<file path="src/hw/rtl/mvps_pkg.sv">
// ----------------------------------------------------------------------------
// MPEG-4 VOP packet scanner package
// Shared item types, code constants and helpers for the packet scanner.
// ----------------------------------------------------------------------------
package mvps_pkg;

  localparam logic [7:0] VOP_CODE  = 8'hB6;
  localparam logic [7:0] USER_CODE = 8'hB2;
  localparam logic [7:0] P_CHAR    = 8'h70;
  localparam logic [7:0] ZERO_BYTE = 8'h00;

  localparam logic [23:0] START_PREFIX = 24'h000001;

  localparam logic [1:0] STATUS_NONE        = 2'd0;
  localparam logic [1:0] STATUS_MARKER_ONLY = 2'd1;
  localparam logic [1:0] STATUS_CONFIRMED   = 2'd2;

  typedef struct packed {
    logic [7:0] data_byte;
    logic       byte_valid;
    logic       packet_end;
    logic       key_packet;
    logic       has_timestamp;
  } in_item_t;

  typedef struct packed {
    logic [15:0] packet_vops;
    logic        packet_marker;
    logic [31:0] total_packets;
    logic [31:0] timed_packets;
    logic [31:0] key_packets;
    logic [31:0] timed_key_packets;
    logic [31:0] multi_vop_packets;
    logic [15:0] most_vops;
    logic [47:0] stream_bytes;
    logic        marker_seen;
    logic [1:0]  pack_state;
  } out_item_t;

  typedef struct packed {
    logic [15:0] vops;
    logic        marker;
  } scan_status_t;

  function automatic logic [31:0] sat_inc32(input logic [31:0] v);
    sat_inc32 = (v == 32'hFFFF_FFFF) ? v : v + 32'd1;
  endfunction

endpackage

</file>
<file path="src/hw/rtl/mvps_byte_scan.sv">
// ----------------------------------------------------------------------------
// MPEG-4 VOP packet scanner: per-packet byte scan
// Tracks the last three bytes and the user-data window of the current packet
// and counts VOP start codes and flags the packed marker within it.
// ----------------------------------------------------------------------------
module mvps_byte_scan import mvps_pkg::*; #(
  parameter int USER_WINDOW = 255
) (
  input  logic         clk,
  input  logic         rst,
  input  logic         step,
  input  in_item_t     item,
  input  logic         scan_enable,
  output scan_status_t status
);

  localparam int WIN_W = $clog2(USER_WINDOW + 1);
  localparam logic [WIN_W-1:0] WIN_LOAD = WIN_W'(USER_WINDOW);
  localparam logic [WIN_W-1:0] WIN_LAST = WIN_W'(1);

  logic [23:0]      byte_history, byte_history_next;
  logic [1:0]       history_fill, history_fill_next;
  logic [WIN_W-1:0] window_left, window_left_next;
  logic             prev_was_p, prev_was_p_next;
  logic [15:0]      vops_in_packet, vops_in_packet_next;
  logic             marker_in_packet, marker_in_packet_next;

  logic prefix;
  logic win_open;
  logic marker_hit;
  logic vop_hit;

  assign prefix   = (history_fill == 2'd3) && (byte_history == START_PREFIX);
  assign win_open = (window_left != '0);

  assign marker_hit = item.byte_valid && win_open && prev_was_p &&
                      (item.data_byte == ZERO_BYTE) && scan_enable;
  assign vop_hit    = item.byte_valid && prefix && (item.data_byte == VOP_CODE) &&
                      scan_enable && (vops_in_packet != 16'hFFFF);

  assign status.vops   = vops_in_packet + 16'(vop_hit);
  assign status.marker = marker_in_packet | marker_hit;

  always_comb begin
    byte_history_next     = byte_history;
    history_fill_next     = history_fill;
    window_left_next      = window_left;
    prev_was_p_next       = prev_was_p;
    vops_in_packet_next   = status.vops;
    marker_in_packet_next = status.marker;
    if (item.byte_valid) begin
      if (win_open) begin
        prev_was_p_next  = (item.data_byte == P_CHAR) && (window_left != WIN_LAST);
        window_left_next = window_left - WIN_LAST;
      end
      if (prefix && (item.data_byte == USER_CODE)) begin
        window_left_next = WIN_LOAD;
        prev_was_p_next  = 1'b0;
      end
      byte_history_next = {byte_history[15:0], item.data_byte};
      history_fill_next = (history_fill == 2'd3) ? history_fill : history_fill + 2'd1;
    end
    if (item.packet_end) begin
      byte_history_next     = '0;
      history_fill_next     = '0;
      window_left_next      = '0;
      prev_was_p_next       = 1'b0;
      vops_in_packet_next   = '0;
      marker_in_packet_next = 1'b0;
    end
  end

  always_ff @(posedge clk) begin
    if (rst) begin
      byte_history     <= '0;
      history_fill     <= '0;
      window_left      <= '0;
      prev_was_p       <= 1'b0;
      vops_in_packet   <= '0;
      marker_in_packet <= 1'b0;
    end else if (step) begin
      byte_history     <= byte_history_next;
      history_fill     <= history_fill_next;
      window_left      <= window_left_next;
      prev_was_p       <= prev_was_p_next;
      vops_in_packet   <= vops_in_packet_next;
      marker_in_packet <= marker_in_packet_next;
    end
  end

endmodule

</file>
<file path="src/hw/rtl/mpeg4_vop_packet_scanner_top.sv">
// ----------------------------------------------------------------------------
// MPEG-4 VOP packet scanner
// Counts VOP start codes and the packed user-data marker per packet and keeps
// saturating stream totals.
// ----------------------------------------------------------------------------
// One byte item is taken per cycle while the input side is not stalled. Each
// accepted item is held in an input register and then scanned in a single
// pass that updates the packet state and, on a packet end, loads the result
// register, so a packet result is offered once its last item has moved from
// the input register through the scan into the result register.
// The input side stalls only when a result is waiting in the result register
// and another packet end is ready to be scanned. Results are produced only
// for items with packet_end set; an item with byte_valid low and packet_end
// high closes an empty packet. The scan_enable register (reset 1) is written
// through the cfg channel and should change only while no transfer is in
// flight.
module mpeg4_vop_packet_scanner_top import mvps_pkg::*; #(
  parameter int USER_WINDOW = 255
) (
  input  logic      clk,
  input  logic      rst,
  input  logic      src_valid,
  output logic      src_ready,
  input  in_item_t  src_item,
  output logic      res_valid,
  input  logic      res_ready,
  output out_item_t res_item,
  input  logic      cfg_valid,
  output logic      cfg_ready,
  input  logic      cfg_data
);

  logic         scan_enable;
  logic         s1_valid;
  in_item_t     s1_item;
  logic         s1_advance;
  scan_status_t scan_status;

  logic [31:0] packet_total, packet_total_next;
  logic [31:0] timed_total, timed_total_next;
  logic [31:0] key_total, key_total_next;
  logic [31:0] timed_key_total, timed_key_total_next;
  logic [31:0] multi_total, multi_total_next;
  logic [15:0] vop_peak, vop_peak_next;
  logic [47:0] byte_total, byte_total_next;
  logic        marker_any, marker_any_next;
  logic [1:0]  status_next;

  assign cfg_ready = 1'b1;

  always_ff @(posedge clk) begin
    if (rst) begin
      scan_enable <= 1'b1;
    end else if (cfg_valid) begin
      scan_enable <= cfg_data;
    end
  end

  assign s1_advance = s1_valid && (!s1_item.packet_end || !res_valid || res_ready);
  assign src_ready  = !s1_valid || s1_advance;

  always_ff @(posedge clk) begin
    if (rst) begin
      s1_valid <= 1'b0;
    end else if (src_ready) begin
      s1_valid <= src_valid;
    end
  end

  always_ff @(posedge clk) begin
    if (src_ready && src_valid) begin
      s1_item <= src_item;
    end
  end

  mvps_byte_scan #(
    .USER_WINDOW(USER_WINDOW)
  ) u_byte_scan (
    .clk        (clk),
    .rst        (rst),
    .step       (s1_advance),
    .item       (s1_item),
    .scan_enable(scan_enable),
    .status     (scan_status)
  );

  always_comb begin
    packet_total_next    = packet_total;
    timed_total_next     = timed_total;
    key_total_next       = key_total;
    timed_key_total_next = timed_key_total;
    multi_total_next     = multi_total;
    vop_peak_next        = vop_peak;
    marker_any_next      = marker_any;
    byte_total_next      = byte_total;
    if (s1_item.byte_valid && (byte_total != 48'hFFFF_FFFF_FFFF)) begin
      byte_total_next = byte_total + 48'd1;
    end
    if (s1_item.packet_end) begin
      packet_total_next = sat_inc32(packet_total);
      if (s1_item.has_timestamp) begin
        timed_total_next = sat_inc32(timed_total);
      end
      if (s1_item.key_packet) begin
        key_total_next = sat_inc32(key_total);
        if (s1_item.has_timestamp) begin
          timed_key_total_next = sat_inc32(timed_key_total);
        end
      end
      if (scan_status.vops > 16'd1) begin
        multi_total_next = sat_inc32(multi_total);
      end
      if (scan_status.vops > vop_peak) begin
        vop_peak_next = scan_status.vops;
      end
      marker_any_next = marker_any | scan_status.marker;
    end
    if (multi_total_next != '0) begin
      status_next = STATUS_CONFIRMED;
    end else if (marker_any_next) begin
      status_next = STATUS_MARKER_ONLY;
    end else begin
      status_next = STATUS_NONE;
    end
  end

  always_ff @(posedge clk) begin
    if (rst) begin
      packet_total    <= '0;
      timed_total     <= '0;
      key_total       <= '0;
      timed_key_total <= '0;
      multi_total     <= '0;
      vop_peak        <= '0;
      byte_total      <= '0;
      marker_any      <= 1'b0;
    end else if (s1_advance) begin
      packet_total    <= packet_total_next;
      timed_total     <= timed_total_next;
      key_total       <= key_total_next;
      timed_key_total <= timed_key_total_next;
      multi_total     <= multi_total_next;
      vop_peak        <= vop_peak_next;
      byte_total      <= byte_total_next;
      marker_any      <= marker_any_next;
    end
  end

  always_ff @(posedge clk) begin
    if (rst) begin
      res_valid <= 1'b0;
    end else if (s1_advance && s1_item.packet_end) begin
      res_valid <= 1'b1;
    end else if (res_ready) begin
      res_valid <= 1'b0;
    end
  end

  always_ff @(posedge clk) begin
    if (s1_advance && s1_item.packet_end) begin
      res_item.packet_vops       <= scan_status.vops;
      res_item.packet_marker     <= scan_status.marker;
      res_item.total_packets     <= packet_total_next;
      res_item.timed_packets     <= timed_total_next;
      res_item.key_packets       <= key_total_next;
      res_item.timed_key_packets <= timed_key_total_next;
      res_item.multi_vop_packets <= multi_total_next;
      res_item.most_vops         <= vop_peak_next;
      res_item.stream_bytes      <= byte_total_next;
      res_item.marker_seen       <= marker_any_next;
      res_item.pack_state        <= status_next;
    end
  end

  // A waiting result must never be overwritten by a new packet end.
  assert property (@(posedge clk) disable iff (rst)
    res_valid && !res_ready |-> !(s1_advance && s1_item.packet_end))
    else $error("result register overwritten while a transfer is pending");

  assert property (@(posedge clk) disable iff (rst)
    res_valid |-> res_item.most_vops >= res_item.packet_vops)
    else $error("peak VOP count below packet VOP count");

  assert property (@(posedge clk) disable iff (rst)
    res_valid && res_item.packet_marker |-> res_item.marker_seen)
    else $error("packet marker not reflected in marker_seen");

  assert property (@(posedge clk) disable iff (rst)
    res_valid && (res_item.multi_vop_packets != '0) |->
      res_item.pack_state == STATUS_CONFIRMED)
    else $error("packed status not confirmed after a multi-VOP packet");

  assert property (@(posedge clk) disable iff (rst)
    res_valid |-> res_item.total_packets >= res_item.key_packets)
    else $error("key packet total exceeds packet total");

endmodule
</file>
<file path="config.mk">
export PLATFORM = sky130hd
export DESIGN_NAME = mpeg4_vop_packet_scanner_top
export DESIGN_NICKNAME = d
export VERILOG_FILES = /design/src/hw/rtl/mvps_pkg.sv /design/src/hw/rtl/mvps_byte_scan.sv /design/src/hw/rtl/mpeg4_vop_packet_scanner_top.sv
export SDC_FILE = /design/constraint.sdc
export NUM_CORES = 1
export LEC_CHECK = 0
export BUFFER_PORTS_ARGS = -buffer_cell sky130_fd_sc_hd__buf_4
export CAP_MARGIN = 15
export CORE_UTILIZATION = 40
export CTS_CLUSTER_DIAMETER = 60
export CTS_CLUSTER_SIZE = 8
export DETAILED_ROUTE_END_ITERATION = 8
export GPL_TIMING_DRIVEN = 0
export PLACE_DENSITY_LB_ADDON = 0.15
export SETUP_SLACK_MARGIN = 0.02
export SYNTH_ARGS = -nofsm -noshare
export SYNTH_HDL_FRONTEND = slang
export SYNTH_HIERARCHICAL = 1
export SYNTH_SLANG_ARGS = --single-unit
</file>
<file path="constraint.sdc">
create_clock -name clk -period 19.9 [get_ports clk]
set_clock_uncertainty 0.05 [all_clocks]
set_input_delay 3.98 -clock clk [delete_from_list [all_inputs] [get_ports clk]]
set_output_delay 3.98 -clock clk [all_outputs]
set_load 0.02 [all_outputs]
</file>
---- Word-level counts from Yosys, hierarchy flattened ----
Cells that the tools add are included.
operators by class
  $lt $le $gt $ge ......................... 2
  multiplexer cells ....................... 37
  $add $sub $neg .......................... 9
  reduce and logical (&&, ||, !) cells .... 30
  bitwise operators ....................... 2
  eq/ne operators ......................... 14
operators by type and width
  kind                                                    number
  2-to-1 mux 32 bit                                       15
  adder 32 x 1 -> 32 bit (second input constant)          5
  equality test 32 bit (second input constant)            5
  adder 48 x 1 -> 48 bit (second input constant)          1
  2-to-1 mux 16 bit                                       3
  2-to-1 mux 24 bit                                       2
  2-to-1 mux 48 bit                                       1
  inequality test 48 bit (second input constant)          1
  2-to-1 mux 8 bit                                        4
  nonzero test 32 bit                                     1
  equality test 24 x 1 -> 1 bit (second input constant)   1
  adder 16 x 1 -> 16 bit                                  1
  equality test 8 bit (second input constant)             2
  > comparator 16 x 1 -> 1 bit (second input constant)    1
  > comparator 16 bit                                     1
  inequality test 16 bit (second input constant)          1
  logical AND 1 bit                                       15
  2-to-1 mux 1 bit                                        9
  equality test 8 x 7 -> 1 bit (second input constant)    1
  logical NOT 8 bit                                       1
  inequality test 8 x 1 -> 1 bit (second input constant)  1
  nonzero test 8 bit                                      1
  subtractor 8 x 1 -> 8 bit (second input constant)       1
  2-to-1 mux 2 bit                                        3
  other kinds (10)                                        17
storage, ports and cells
  input port bits ......................... 18
  output and inout bits ................... 247
  word-level logic and storage cells ...... 127
  flip-flop bits (word level) ............. 536

---- Longest topological paths before layout ----
Gate-level depths: netlist of run 1.
  depth in word-level cells ............... 11
  gate-level depth with buffers ........... 22
  depth with buffers taken out ............ 19

---- Hierarchy ----
The synthesis of run 1 kept the hierarchy.
by module, submodules not included
  module                        area each (um^2)  times used  sequential area each (um^2)  cells each
  mpeg4_vop_packet_scanner_top  22027.4           1           12251.8                      2123
  mvps_byte_scan                2662.6            1           1041.0                       307

---- Worst setup path before layout of run 1 ----
No wires, ideal clock.
  path kind ............................... input to register
  start ................................... input res_ready
  end ..................................... register vop_peak[10]
  setup slack ............................. 3.830 ns
  arrival time ............................ 15.893 ns
  required time ........................... 19.722 ns
  cell stages on the path ................. 10
  path through ............................ nor2b_1 -> nand2_1 -> nand2_1 -> nor2_1 -> nand2_1 -> a31o_2 -> clkbuf_1 -> clkbuf_1 -> mux2i_1 -> nor2_1
between the ends
  longest elaborated chain between the ends .. 2
ends and longest elaborated chain
  what                  line                                 RTL
  start, declared       mpeg4_vop_packet_scanner_top.sv:26   input logic res_ready,
  logical OR 1 bit      mpeg4_vop_packet_scanner_top.sv:59   assign s1_advance = s1_valid && (!s1_item.packet_end || !res_valid || res_ready);
  logical AND 1 bit     mpeg4_vop_packet_scanner_top.sv:59
  end signal, assigned  mpeg4_vop_packet_scanner_top.sv:143  vop_peak <= vop_peak_next;
  end, declared         mpeg4_vop_packet_scanner_top.sv:44   logic [15:0] vop_peak, vop_peak_next;
Every way passes these cells.
A chain may end at the register's enable or synchronous reset.

---- Worst setup path in the final report of run 1 ----
  start ................................... input res_ready
  end ..................................... output src_ready
between the ends
  longest elaborated chain between the ends .. 3
ends and longest elaborated chain
  what               line                                RTL
  logical OR 1 bit   mpeg4_vop_packet_scanner_top.sv:59
  logical AND 1 bit  mpeg4_vop_packet_scanner_top.sv:59
  logical OR 1 bit   mpeg4_vop_packet_scanner_top.sv:60  assign src_ready = !s1_valid || s1_advance;
  end, declared      mpeg4_vop_packet_scanner_top.sv:23  output logic src_ready,
Every way passes these cells.

==> results of run 1 <==
==> worst max-delay path: stages <==
cell	delay (ns)
buf_4	0.11
nor2b_1	0.25
nand3_1	0.18
buf_4	0.24
==> routing by layer <==
layer | part of all wire (%) | global-route usage [%] | up-vias
met2 | 46 | 33.09 | 573
met4 | 2.7 | 8.309 | 0
met3 | 6.1 | 3.772 | 110
met1 | 45 | 28.16 | 9137
met5 | 0 | 0 | -
li1 | - | - | 9246
==> power by group through the flow <==
stage	sequential [mW]	clock [mW]	combinational (mW)
after detailed placement	1.19	0	0.0855
after global routing	1.17	1.31	0.0930
after CTS	1.17	1.27	0.0859
after floorplan	1.20	0	0.0411
final	1.17	1.23	0.0862
after global placement	1.20	0	0.0802
==> state kept, by name (all words and copies together) (netlist names), 2 cells and up <==
register                    cells
byte_total                     48
key_total                      32
multi_total                    32
packet_total                   32
res_item                      244
s1_item                        12
timed_key_total                32
timed_total                    32
u_byte_scan/byte_history       24
u_byte_scan/history_fill        2
u_byte_scan/vops_in_packet     16
u_byte_scan/window_left         8
vop_peak                       16
==> how the worst max path moves through the flow <==
stage / end / slack, ns / cells after the start
after CTS: src_ready / 11.11 / 4
after global placement: vop_peak[7]$_SDFFE_PP0P_ / -1.69 / 11
after floorplan: vop_peak[10]$_SDFFE_PP0P_ / 3.83 / 10
final: src_ready / 11.11 / 4
after global routing: src_ready / 11.09 / 4
after detailed placement: u_byte_scan/window_left[3]$_SDFFE_PP0P_ / 11.11 / 12
==> final cells by class <==
cell class	instances	share of cell area, %
Buffer	121	1.624
Clock buffer	134	7.405
Clock inverter	6	0.1782
Inverter	51	0.6340
Multi-Input combinational cell	1722	35.54
Sequential cell	536	44.03
Tap cell	782	3.241
Timing Repair Buffer	276	7.352
==> per-stage QoR <==
step                total power [mW]  instances
global placement               1.282       3475
CTS                            2.525       3626
global route                   2.577       3628
finish                         2.491       3628
floorplan                      1.242       2430
detailed placement             1.277       3486
==> cells in the final DEF (no fill, tap or decap), types with 33 or more instances in the layout <==
| cell type | n |
|---|---|
| nor3_1 | 87 |
| xnor2_1 | 205 |
| a22oi_1 | 33 |
| nand3_1 | 119 |
| nand4_1 | 62 |
| a21oi_1 | 69 |
| buf_4 | 267 |
| or3_1 | 65 |
| clkbuf_1 | 145 |
| o21ai_0 | 62 |
| nor2_1 | 338 |
| clkbuf_16 | 81 |
| and3_1 | 42 |
| xor2_1 | 164 |
| dfxtp_1 | 280 |
| nand2_1 | 203 |
| edfxtp_1 | 256 |
| inv_1 | 50 |
==> kinds of logic after synthesis <==
kind of cell             Yosys count  share of synthesized area, %
buffers and inverters            172                         2.762
other                              1                       0.01519
adder cells (fa/ha/maj)           28                         1.419
multiplexers                      43                         1.865
AO/OA/AOI/OAI                    233                         6.015
AND/OR/NAND/NOR                 1048                         21.00
XOR/XNOR                         369                         13.09
flip-flops                       536                         53.84
==> out/results.ini, run 1 <==
[yosys]
synth_area_per_cell_um2 = 10.16
synthTopCellsByArea = edfxtp_1 31%, dfxtp_1 23%, xnor2_1 7.3%
synth_top_area_share_pct = 31.14
yosys.area.top_type = edfxtp_1
syn_area_um2 = 24690
synth_cell_types = 76
seq_area_frac_synth_pct = 53.84
synthTopCellsByCount = 339 x nor2_1, 280 x dfxtp_1, 256 x edfxtp_1
async_flop_share_pct = 0
synth.most_common_cell = nor2_1
syn_inst = 2430
syn-num-nets = 2476
synth_top_flop_cell = dfxtp_1
synth.ff_latch_count = 536
yosysWarnings = 6
synth_edf_count = 256

[setup_path]
cp-startpoint = res_ready
cp_data_required_time_ns = 15.87
rr_endpoint = res_item[1]$_SDFFCE_PP1P_
r2r_slack_ns = 13.40
path_max_fanout = 4
crit_type = in -> out
worstReg2RegStart = u_byte_scan/history_fill[0]$_SDFFE_PP0P_
cp-end-kind = output pin
cp-start-kind = primary input
arrival_ns = 4.76
ff2ff_path_depth = 19

[clock_tree]
cts_inserted_buffers = 78
clock_latency_ns = 0.60
root_buffer = clkbuf_16
postCtsHoldBufs = 0
htreeDepth = 3
clock_path_buffers = 3
cts_setup_buffers = 0
cts.clk_slew.worst_paths_ns = 0.05
clock_sinks = 536
cts_tree = built
ctsResizeCount = 0

[power]
p_clk_share_pct = 49.6
p_leak_nw = 11.47
switchingPower_mw = 0.5456
p_comb_share_pct = 3.5
ir_worst_vdd_mv = 0.04964
power_density_nw_per_um2 = 82.49
seqPwrFrac_pct = 47.0
power.share.switching_pct = 21.91
p_int_mw = 1.945

[placed_design]
dp_hpwl_mm = 47.23
portBuffers = 263
gp_congestion = 0.8594
placed_area_um2 = 27870
place_ws_ns = 11.11

[sta]
setup_viol = 0
holdWs_ns = 0.4316
worst_pin_slew_ns = 1.160
fin_crit_ns = 8.790
timing.fmax_ghz = 0.1138
rsz0062_at_grt = no
setup_slack_ns = 11.11
fin_crit_sh_pct = 44.17
slew_headroom_pct = 22.64
tns_ns = 0
slew_viol_final = 0
hold_viol = 0

[routing]
routed_via_density = 5.255
drtAntennaViolNets = 0
vias = 19066
drc = 0
wl_mm = 66.72
drtPass1Iterations = 7
drt_first_iter_violations = 1271
wl_per_cell_um = 18.39

[finish]
seqCellArea_um2 = 13290
nFillCells = 5544
syn2layout_area_growth_pct = 22.29
antennaDiodeCount = 0
fin_area_um2 = 30190
multi_input_area_um2 = 10730
fin_nets = 2832
final_util_pct = 49.74
drive_gt1_share_pct = 15.57

[hold_path]
hold_depth = 2
holdCritPathClass = reg -> reg
hold_end = timed_key_total[31]$_SDFFE_PP0P_
worstHoldStart = timed_key_total[31]$_SDFFE_PP0P_

[global_route]
grt_pass1_wl_mm = 101.5
antenna_found_initial = 1
grt_usage_pct = 20.86
grt_max_degree = 39
grt_pass1_vias = 18026
grt-ovfl-total = 0

[die]
die_area_um2 = 62720
row_count = 90
die_w_um = 250.4
coreArea_um2 = 60700
num_io_pins = 265
fp.dieH_um = 250.4
initial_utilization_pct = 40.68

[job]
maxCapViolCount = 0

[run_status]
status = finished, final reports clean

Note: power is estimated with default switching activity, not from simulation.
==> inputs of run 2 (changes only) <==
==> constraint.sdc (replaced) <==
create_clock -name clk -period 7.3 [get_ports clk]
set_clock_uncertainty 0.05 [all_clocks]
set_input_delay 1.46 -clock clk [delete_from_list [all_inputs] [get_ports clk]]
set_output_delay 1.46 -clock clk [all_outputs]
set_load 0.02 [all_outputs]
==> run 2 against run 1 <==
Effect of this change: first-iteration DRC count fell by 17%; final cell count barely moved; global-route usage barely moved; register-to-register slack got worse by 12 ns; largest cell class unchanged; sequential cell count did not move; sequential power rose to 2.7 times the previous value; via count fell by 0.51%.
==> out/results.ini, run 2 (same netlist as run 1, synthesis figures left out) <==
[sta]
setup_viol = 0  ; unchanged
fin_crit_ns = 6.389
worst_pin_slew_ns = 1.207  ; +0.04688 ns
slew_viol_final = 0  ; unchanged
timing.fmax_ghz = 0.1565
slew_headroom_pct = 19.51  ; -3.1 points
fin_crit_sh_pct = 87.51
rsz0062_at_grt = no
setup_slack_ns = 0.9115  ; -10.20 ns
hold_viol = 0  ; unchanged
tns_ns = 0  ; unchanged

[global_route]
grt_pass1_wl_mm = 102.0  ; +0.47%
grt_pass1_vias = 18317  ; +1.6%
antenna_found_initial = 1  ; unchanged
grt_max_degree = 34  ; -13%
grt_usage_pct = 20.90  ; +0.039 points
grt-ovfl-total = 0  ; unchanged

[clock_tree]
clock_path_buffers = 3  ; unchanged
clock_latency_ns = 0.61  ; about the same
cts_inserted_buffers = 77  ; -1.3%
ctsResizeCount = 0  ; unchanged
htreeDepth = 3  ; unchanged
cts_setup_buffers = 0  ; unchanged
cts_tree = built
clock_sinks = 536  ; unchanged
root_buffer = clkbuf_16
postCtsHoldBufs = 0  ; unchanged
cts.clk_slew.worst_paths_ns = 0.05  ; about the same

[die]
coreArea_um2 = 60700  ; unchanged
die_w_um = 250.4  ; unchanged
num_io_pins = 265  ; unchanged
initial_utilization_pct = 40.68  ; unchanged
die_area_um2 = 62720  ; unchanged
row_count = 90  ; unchanged
fp.dieH_um = 250.4  ; unchanged

[finish]
drive_gt1_share_pct = 15.53  ; -0.041 points
layout_common_cells = 338 x nor2_1, 280 x dfxtp_1, 267 x buf_4, 256 x edfxtp_1, 205 x xnor2_1
final_common_cell = nor2_1
largest_register_ffs = 244  ; unchanged
syn2layout_area_growth_pct = 22.25  ; about the same
final_util_pct = 49.73  ; about the same
nFillCells = 5536  ; -0.14%
reg_top3 = res_item (244), byte_total (48)
fin_nets = 2831  ; -0.035%
largest-register = res_item
final_cells = 3629  ; +0.028%
antennaDiodeCount = 0  ; unchanged

[routing]
drtPass1Iterations = 5  ; -2
drt_first_iter_violations = 1061  ; -17%
drtAntennaViolNets = 0  ; unchanged
wl_mm = 66.56  ; -0.24%
vias = 18968  ; -0.51%
routed_via_density = 5.227  ; -0.54%
wl_per_cell_um = 18.34  ; -0.27%
drc = 0  ; unchanged

[setup_path]
cp-start-kind = flip-flop
crit_type = reg -> reg
arrival_ns = 6.81  ; +2.05 ns
cp_data_required_time_ns = 7.73  ; -8.14 ns
path_max_fanout = 10  ; +6
cp-end-kind = flip-flop

[job]
maxCapViolCount = 0  ; unchanged

[power]
ir_worst_vdd_mv = 0.1302  ; +160%
p_leak_nw = 11.46  ; about the same
power_density_nw_per_um2 = 224.3  ; +170%

[placed_design]
dp_cells = 3488  ; +0.057%
place_ws_ns = 0.8748  ; -10.23 ns
dp_hpwl_mm = 47.32  ; +0.20%
portBuffers = 263  ; unchanged
gp_congestion = 0.8913  ; +3.7%

[hold_path]
holdCritPathClass = reg -> reg

[run_status]
status = finished, final reports clean

-- run 2: cell count changes in the layout (fill, tap and decap cells not counted) --
cell,delta
clkdlybuf4s18_2,+1
clkinv_1,-1
clkbuf_16,-1
buf_16,+2
clkbuf_1,+3
buf_2,-1
buf_12,-2
clkbuf_8,-1
clkinv_2,+2
clkinvlp_4,-1
-- run 2: metrics by stage --
step / hold slack [ns] / instance area [um^2] / total power, mW
5_1_grt: 0.4656 / 30180 / 7.008
6_report: 0.4233 / 30180 / 6.771
2_1_floorplan: 0.3833 / 24700 / 3.374
4_1_cts: 0.4272 / 30180 / 6.866
3_5_place_dp: 0.4135 / 27920 / 3.485
3_3_place_gp: 0.4100 / 27650 / 3.477
-- run 2: cell type report --
| type | instances | area [um^2] | area share, % |
|---|---|---|---|
| flip-flops and latches | 536 | 13290 | 44.04 |
| well taps | 782 | 978.4 | 3.242 |
| repair buffers | 276 | 2240 | 7.420 |
| plain buffers | 121 | 490.5 | 1.625 |
| multi-input cells | 1722 | 10730 | 35.55 |
| inverters | 51 | 191.4 | 0.6342 |
| clock buffers | 135 | 2208 | 7.316 |
| clock inverters | 6 | 52.55 | 0.1741 |
-- run 2: power breakdown --
group / switching, mW / internal (mW) / leakage [nW]
clock network: 1.31 / 2.04 / 1.08
logic: 0.167 / 0.0696 / 5.34
registers: 0.0210 / 3.17 / 5.04
-- run 2: final timing paths --
| check | startpoint | endpoint | slack (ns) | cells after the start |
|---|---|---|---|---|
| worst min-delay path | scan_enable$_SDFFE_PP1P_ | scan_enable$_SDFFE_PP1P_ | 0.42 | 2 |
| worst max-delay path | u_byte_scan/history_fill[0]$_SDFFE_PP0P_ | res_item[0]$_SDFFCE_PP0P_ | 0.91 | 19 |
| worst max register to register | u_byte_scan/history_fill[0]$_SDFFE_PP0P_ | res_item[0]$_SDFFCE_PP0P_ | 0.91 | 19 |
| worst min register to register | scan_enable$_SDFFE_PP1P_ | scan_enable$_SDFFE_PP1P_ | 0.42 | 2 |
-- run 2: layer usage --
layer  part of all wire [%]  track usage [%]  up-vias
met1                     46            28.45     9094
li1                       -                -     9240
met5                      0                0        -
met2                     45            32.71      529
met4                    3.1            8.659        0
met3                    5.8            3.772      105
-- run 2: critical path: stages (launching register included) --
cell	delay, ns
dfxtp_1	0.35
ha_1	0.23
nor4b_4	0.26
nand4_4	0.17
nor4_1	0.46
ha_1	0.32
ha_1	0.28
nand2_1	0.15
nor3_1	0.41
nand4_1	0.18
xnor2_1	0.59
nor4_1	0.16
a41oi_2	0.55
o31a_1	0.31
buf_2	0.25
nand2_1	0.18
or4b_2	0.68
o31a_1	0.17
nor4b_2	0.28
and3_1	0.22
==> inputs of run 3 (changes only) <==
--- a/config.mk
+++ b/config.mk
@@ -7,6 +7,7 @@
 export LEC_CHECK = 0
 export BUFFER_PORTS_ARGS = -buffer_cell sky130_fd_sc_hd__buf_4
 export CAP_MARGIN = 15
+export CORE_ASPECT_RATIO = 0.75
 export CORE_UTILIZATION = 40
 export CTS_CLUSTER_DIAMETER = 60
 export CTS_CLUSTER_SIZE = 8
==> run 3 against run 2 <==
Effect of this change: sequential share of layout area increased by 0.12 points; die area about the same; final cell count increased by 0.36%; via count increased by 1.1%; clock-buffer cell count decreased by 4; critical path depth unchanged; utilization decreased by 0.14 points; first-iteration DRC count increased by 30%; global-route usage increased by 0.56 points; combinational power about the same; critical path type unchanged; largest power group unchanged.
==> out/results.ini, run 3 (same netlist as run 1, synthesis figures left out) <==
[sta]
timing.fmax_ghz = 0.1456  ; -7.0%
fin_crit_sh_pct = 94.07  ; +6.6 points
rsz0062_at_grt = no
fin_crit_ns = 6.867  ; +0.4788 ns
slew_headroom_pct = 15.72  ; -3.8 points
tns_ns = 0  ; unchanged
hold_viol = 0  ; unchanged
slew_viol_final = 0  ; unchanged
setup_viol = 0  ; unchanged
worst_pin_slew_ns = 1.264  ; +0.05687 ns
holdWs_ns = 0.4289  ; +0.005600 ns

[setup_path]
critPathCapture = res_item[1]$_SDFFCE_PP1P_
cp_data_required_time_ns = 7.59  ; -0.14 ns
worstReg2RegStart = u_byte_scan/history_fill[0]$_SDFFE_PP0P_
rr_endpoint = res_item[1]$_SDFFCE_PP1P_
path_max_fanout = 10  ; unchanged
cp-startpoint = u_byte_scan/history_fill[0]$_SDFFE_PP0P_
ff2ff_path_depth = 19  ; unchanged
cp-end-kind = flip-flop
arrival_ns = 7.16  ; +0.35 ns
crit_type = reg -> reg
r2r_slack_ns = 0.43  ; -0.48 ns
cp-start-kind = flip-flop

[placed_design]
gp_congestion = 0.8833  ; -0.90%
portBuffers = 263  ; unchanged
dp_hpwl_mm = 48.58  ; +2.7%
placed_area_um2 = 27870  ; -0.20%

[finish]
fin_nets = 2828  ; -0.11%
final_common_cell = nor2_1
largest_register_ffs = 244  ; unchanged
layout_common_cells = 338 x nor2_1, 280 x dfxtp_1, 267 x buf_4, 256 x edfxtp_1, 205 x xnor2_1
syn2layout_area_growth_pct = 21.93
fin_area_um2 = 30110  ; -0.26%
nFillCells = 5562  ; +0.47%
antennaDiodeCount = 0  ; unchanged
final_util_pct = 49.59  ; -0.14 points
largest-register = res_item
reg_top3 = res_item (244), byte_total (48)
drive_gt1_share_pct = 15.38  ; -0.15 points

[clock_tree]
cts_inserted_buffers = 76  ; -1.3%
clock_path_buffers = 3  ; unchanged
postCtsHoldBufs = 0  ; unchanged
clock_latency_ns = 0.62  ; about the same
htreeDepth = 3  ; unchanged
root_buffer = clkbuf_16
clock_sinks = 536  ; unchanged
cts_setup_buffers = 0  ; unchanged
ctsResizeCount = 0  ; unchanged
cts_tree = built
cts.clk_slew.worst_paths_ns = 0.05  ; about the same

[global_route]
grt_max_degree = 38  ; +12%
grt_pass1_vias = 17884  ; -2.4%
grt_usage_pct = 21.46  ; +0.56 points
grt_pass1_wl_mm = 103.9  ; +1.9%
grt-ovfl-total = 0  ; unchanged
antenna_found_initial = 1  ; unchanged

[routing]
routed_via_density = 5.266  ; +0.76%
wl_mm = 68.25  ; +2.5%
drt_first_iter_violations = 1382  ; +30%
drtPass1Iterations = 6  ; +1
wl_per_cell_um = 18.74  ; +2.2%
drtAntennaViolNets = 0  ; unchanged
vias = 19180  ; +1.1%
drc = 0  ; unchanged

[die]
initial_utilization_pct = 40.67  ; about the same
num_io_pins = 265  ; unchanged
row_count = 78  ; -13%
die_area_um2 = 62730  ; about the same
coreArea_um2 = 60700  ; about the same
fp.dieH_um = 217.2  ; -13%
die_w_um = 288.9  ; +15%

[hold_path]
holdCritPathClass = reg -> reg

[power]
p_leak_nw = 11.41  ; -0.45%
total_power_mw = 6.706  ; -0.96%
p_clk_share_pct = 49.0  ; -0.4 points
power_density_nw_per_um2 = 222.8  ; -0.70%
p_comb_share_pct = 3.5  ; about the same
p_int_mw = 5.197  ; -1.5%
ir_worst_vdd_mv = 0.1464  ; +12%
power.share.switching_pct = 22.51  ; +0.39 points
switchingPower_mw = 1.510  ; +0.80%
seqPwrFrac_pct = 47.6  ; +0.5 points

[job]
maxCapViolCount = 0  ; unchanged

[run_status]
status = finished, final reports clean

## run 3: changes by cell type in the layout (fill, tap and decap cells not counted), sizes merged
cell / before / now
clkbuf: 230 / 226
clkinv: 3 / 5
buf: 301 / 300
clkdlybuf4s18: 1 / 0
inv: 54 / 53
## run 3: power by group through the flow
stage	Sequential (mW)	Combinational [mW]	Clock (mW)
final	3.19	0.233	3.28
after global routing	3.19	0.252	3.51
after CTS	3.19	0.234	3.37
after detailed placement	3.25	0.233	0
after global placement	3.26	0.220	0
after floorplan	3.26	0.112	0
## run 3: through the flow
step,setup WS [ns],std cells
6_report,0.4326,3642
5_1_grt,0.06238,3642
4_1_cts,0.5393,3640
3_5_place_dp,0.5511,3502
3_3_place_gp,-2.010,3493
2_1_floorplan,0.5648,2430
## run 3: worst min path at each step
stage | cells after the start | end | slack (ns) | startpoint
final | 2 | scan_enable$_SDFFE_PP1P_ | 0.43 | scan_enable$_SDFFE_PP1P_
after global routing | 2 | u_byte_scan/prev_was_p$_SDFFE_PP0P_ | 0.46 | u_byte_scan/prev_was_p$_SDFFE_PP0P_
after CTS | 2 | u_byte_scan/vops_in_packet[0]$_SDFFE_PP0P_ | 0.43 | u_byte_scan/vops_in_packet[0]$_SDFFE_PP0P_
after detailed placement | 2 | u_byte_scan/vops_in_packet[0]$_SDFFE_PP0P_ | 0.42 | u_byte_scan/vops_in_packet[0]$_SDFFE_PP0P_
after global placement | 2 | scan_enable$_SDFFE_PP1P_ | 0.41 | scan_enable$_SDFFE_PP1P_
after floorplan | 2 | scan_enable$_SDFFE_PP1P_ | 0.38 | scan_enable$_SDFFE_PP1P_
## run 3: final cells by class
cell class                      instances  area, um^2  share of cell area (%)
Buffer                                121       490.5                   1.629
Clock buffer                          131        2108                   7.003
Inverter                               51       191.4                  0.6359
Sequential cell                       536       13290                   44.15
Multi-Input combinational cell       1722       10730                   35.64
Timing Repair Buffer                  274        2181                   7.244
Clock inverter                          7       110.1                  0.3657
Tap cell                              800        1001                   3.325
## run 3: critical path: stages, from the launching register on
cell and delay (ns):
dfxtp_1 0.35, ha_1 0.21, nor4b_4 0.26, nand4_4 0.19, nor4_1 0.54, ha_1 0.33
ha_1 0.28, nand2_1 0.14, nor3_1 0.38, nand4_1 0.17, xnor2_1 0.74, nor4_1 0.18
a41oi_2 0.58, o31a_1 0.30, buf_2 0.25, buf_1 0.43, a41oi_1 0.25, a211o_1 0.27
nor4_1 0.57, nand2_1 0.11
## run 3: per-layer routing
| layer | global-route usage [%] | wire length [um] | part of all wire (%) | vias to the layer above |
|---|---|---|---|---|
| li1 | - | - | - | 9243 |
| met1 | 32.07 | 33060 | 48 | 9290 |
| met2 | 31.28 | 29550 | 43 | 553 |
| met3 | 4.371 | 4252 | 6.2 | 94 |
| met4 | 5.561 | 1388 | 2.0 | 0 |
| met5 | 0 | 0 | 0 | - |
